[src/rtl/lpr_pkg.sv]
package lpr_pkg;

	localparam int unsigned ENTRIES_DEF = 64;

	localparam logic MODE_LOOKUP = 1'b0;
	localparam logic MODE_INSERT = 1'b1;

	typedef enum logic [1:0] {
		ST_HIT      = 2'd0,
		ST_MISS     = 2'd1,
		ST_INSERTED = 2'd2,
		ST_FULL     = 2'd3
	} status_t;

	typedef struct packed {
		logic        mode;
		logic [31:0] route_dest;
		logic [31:0] route_mask;
		logic [31:0] route_gateway;
		logic [3:0]  route_port;
		logic [31:0] lookup_addr;
	} request_t;

	typedef struct packed {
		status_t     status;
		logic [31:0] next_hop;
		logic [3:0]  out_port;
	} response_t;

	// One stored route, as held in a cell.
	typedef struct packed {
		logic [31:0] dest;
		logic [31:0] mask;
		logic [31:0] gateway;
		logic [3:0]  port;
	} route_t;

	// Lookup token: the address and the best match found so far.
	typedef struct packed {
		logic [31:0] addr;
		logic [31:0] best_mask;
		logic [31:0] best_gw;
		logic [3:0]  best_port;
	} token_t;

endpackage

[src/rtl/lpr_cell.sv]
module lpr_cell
	import lpr_pkg::*;
#(
	parameter int unsigned LEFT_W = 7
) (
	input  logic              clk,
	input  logic              arst_n,
	input  logic              wr_en,
	input  route_t            wr_route,
	input  logic              tok_vld_in,
	input  token_t            tok_in,
	input  logic [LEFT_W-1:0] left_in,
	output logic              tok_vld_out,
	output token_t            tok_out,
	output logic [LEFT_W-1:0] left_out
);

	route_t            route_q;
	logic              tok_vld_q;
	token_t            tok_q;
	logic [LEFT_W-1:0] left_q;

	logic   live;
	logic   hit;
	token_t tok_next;

	// The cell only takes part while the token still has stored routes to visit.
	assign live = (left_in != '0);
	assign hit  = live
		&& ((tok_in.addr & route_q.mask) == (route_q.dest & route_q.mask))
		&& (route_q.mask > tok_in.best_mask);

	always_comb begin
		tok_next = tok_in;
		if (hit) begin
			tok_next.best_mask = route_q.mask;
			tok_next.best_gw   = route_q.gateway;
			tok_next.best_port = route_q.port;
		end
	end

	always_ff @(posedge clk) begin
		if (wr_en) begin
			route_q <= wr_route;
		end
	end

	always_ff @(posedge clk or negedge arst_n) begin
		if (!arst_n) begin
			tok_vld_q <= 1'b0;
		end else begin
			tok_vld_q <= tok_vld_in;
		end
	end

	always_ff @(posedge clk) begin
		tok_q  <= tok_next;
		left_q <= live ? left_in - LEFT_W'(1) : left_in;
	end

	assign tok_vld_out = tok_vld_q;
	assign tok_out     = tok_q;
	assign left_out    = left_q;

endmodule

[config.mk]
export PLATFORM = sky130hd
export DESIGN_NAME = lpr_cell
export DESIGN_NICKNAME = d
export VERILOG_FILES = /design/src/rtl/lpr_pkg.sv /design/src/rtl/lpr_cell.sv
export SDC_FILE = /design/constraint.sdc
export NUM_CORES = 1
export LEC_CHECK = 0
export ABC_CLOCK_PERIOD_IN_PS = 8000
export BUFFER_PORTS_ARGS = -buffer_cell sky130_fd_sc_hd__clkbuf_2
export CAP_MARGIN = 20
export CELL_PAD_IN_SITES_DETAIL_PLACEMENT = 1
export CELL_PAD_IN_SITES_GLOBAL_PLACEMENT = 2
export CORE_ASPECT_RATIO = 0.6
export CORE_MARGIN = 8
export CORE_UTILIZATION = 33
export DETAILED_ROUTE_END_ITERATION = 8
export PLACE_DENSITY_LB_ADDON = 0.25
export SLEW_MARGIN = 20
export SYNTH_ARGS = -nofsm -noshare
export SYNTH_HDL_FRONTEND = slang
export SYNTH_SLANG_ARGS = --single-unit
[constraint.sdc]
create_clock -name clk -period 8 [get_ports clk]
set_input_delay 0.4 -clock clk [delete_from_list [all_inputs] [get_ports clk]]
set_output_delay 0.4 -clock clk [all_outputs]
set_load 0.02 [all_outputs]
==> reports/metrics.yaml <==
io-pin-count: 319
cts_tree: "built"
ys_types: 31
grt_usage: 0.166
max_freq_mhz: 336
dr.pass1.iters: 4
end_kind: "register"
die-area_mm2: 0.0279
slew_viol_final: 0
die_h_um: 133
fillers: 2362
drt-initial-drc-count: 161
avgSynthCellArea_um2: 15.6
syn_to_final_growth_pct: 34.9
grt_pass1_wl_um: 35500
die_x_um: 210
grt_pass1_vias: 5813
numCtsBuffers: 21
syn_nets: 723
antenna_found_initial: 3
worstMarginPinSlew_ns: 0.822
path_max_fanout: 30
routedWlPerCell_um: 20.7
drtAntennaViolNets: 0
critPathBufInv: 1
synth.most_common_cell: "dfxtp_1"
placedCellCount: 1100
drc: 0
dp_hpwl_um: 19500
final-setup-viol-count: 0
num_vias: 5030
num_rows: 42
ys_top_cells_by_count: "dfxtp_1, edfxtp_1, mux2_2, inv_1, ha_1"
use_met3: 0.0710
yosys.area.top_type: "edfxtp_1"
ys_seq_elements: 208
layout.nets: 1062
worst_ir_drop_vdd_uv: 141
rr_worst_depth: 8
crit_required_ns: 8.38
drive_above_1_share: 0.501
hold_ws_ns: 0.0360
status: "finished, final reports clean"
ctsRootBufferMaster: "clkbuf_16"
synth_warnings: 0
hold_violations: 0
pre_cts_ws_ns: 4.97
gp_congestion: 0.759
instances_no_fill: 1140
portBuffers: 318
reg2reg_from: "route_q[49]"
period_needed_ns: 2.98
ys.flop_type: "dfxtp_1"
ys_top_cells_by_area: "edfxtp_1, dfxtp_1, mux2_2, ha_1, mux2_4"
reg2reg_slack_ns: 5.02
cts_buffer_depth: 3
yosysTopAreaCellShare: 0.402
path_cells: "ha_1, nand4_1, or4_1, nor3_1, nor2_1, o211ai_1, buf_4, mux2_2"
synth_area_mm2: 0.00747
met1_usage: 0.207
synth_edf_count: 100
via_per_inst: 4.41
rr_endpoint: "tok_out[14]"
top_usage_layer: "met2"
period_share: 0.372
cts_sinks: 208
cpMaxStageDelayCell: "or4_1"
clkTransAtPathRegs_ns: 0.06
grt-ovfl-total: 0
coreArea_mm2: 0.0221
synth-seq-area-share: 0.692
slew_headroom: 0.452
async_flop_share: 0.00481
p_leak_nw: 4.72
path_depth: 8
syn_inst: 478
power.density_mw_per_mm2: 238
critPathArrivalTime_ns: 3.35
insertion_delay_ns: 0.49
cp-start-kind: "register"
fin_worst_skew_ns: 0.0124
finalSetupTns_ns: 0
crit_end: "tok_out[14]"
grt_max_degree: 64
cp-startpoint: "route_q[49]"
initial_core_util: 0.338
setup_ws_ns: 5.02
wl_um: 23600
crit_type: "reg2reg"
drv_cap: 0
cp_top_family: "simple AND/OR/NAND/NOR gates"
cts_htree_levels: 1
hold_path.class: "in2reg"
grt_use_met2: 0.265
grt_setup_unrepaired: "false"
max_stage_delay_ns: 0.59
[worst min-delay path by stage]
stage                    start     endpoint  slack [ns]  cells after the start
finish              tok_in[91]  tok_out[91]        0.04                      1
global route        tok_in[87]  tok_out[87]        0.01                      1
CTS                 tok_in[81]  tok_out[81]        0.01                      1
detailed placement      arst_n  tok_vld_out        0.18                      1
global placement        arst_n  tok_vld_out        0.18                      1
floorplan               arst_n  tok_vld_out        0.10                      0
[layout make-up]
cell class,instances,area [µm²],share of cell area
flip-flops and latches,208,5170,0.513
multi-input cells,227,2110,0.209
repair buffers,324,1640,0.163
clock buffers,32,577,0.0573
well taps,308,385,0.0383
inverters,35,131,0.0130
clock inverters,5,52.6,0.00522
diodes,1,2.50,0.000248
[placed cells by master, fill, tap and decap left out, drive strengths merged, types with 7 or more instances in the layout]
master	instances
nor2	8
inv	36
dfxtp	107
nand2	12
mux2	68
ha	34
xor2	33
a22oi	16
nand4	7
edfxtp	100
clkbuf	349
a21oi	14
[repair_timing]
item,4_1_cts,5_1_grt
buffers inserted,0,0
hold endpoints to repair,2,0
gates resized for setup,0,0
hold buffers,2,0
[per-layer routing]
layer,up-vias,part of all wire
met3,30,0.096
li1,2402,-
met1,2414,0.44
met5,-,0.0016
met4,6,0.018
met2,178,0.45
[state kept, by name, indices dropped and copies added (netlist names)]
register,count
tok_out,100
left_out,7
route_q,100
tok_vld_out,1
[through the flow]
stage / util / cell area (µm²) / total power [W]
finish: 0.455 / 10100 / 0.00240
global placement: 0.426 / 9420 / 0.00149
floorplan: - / 7470 / 0.00135
CTS: 0.455 / 10100 / 0.00244
global route: 0.455 / 10100 / 0.00251
detailed placement: 0.426 / 9420 / 0.00150
[logic make-up (layout without fill, tap and decap cells)]
family | after synthesis | after routing | share of synthesized area
simple gates | 43 | 43 | 0.0308
other cells | 0 | 1 | 0
xor+xnor | 37 | 37 | 0.0434
mux | 68 | 68 | 0.113
fa+ha+maj | 34 | 34 | 0.0570
buf+inv | 43 | 396 | 0.0253
compound gates | 45 | 45 | 0.0387
flops | 208 | 208 | 0.692
[where the power goes]
| part | switching, W | internal [W] | total (W) |
|---|---|---|---|
| clock | 0.000396 | 0.000530 | 0.000926 |
| combinational | 0.000137 | 0.000108 | 0.000245 |
| sequential | 0.0000338 | 0.00119 | 0.00123 |
No activity file was read; power rests on OpenSTA's default activity.
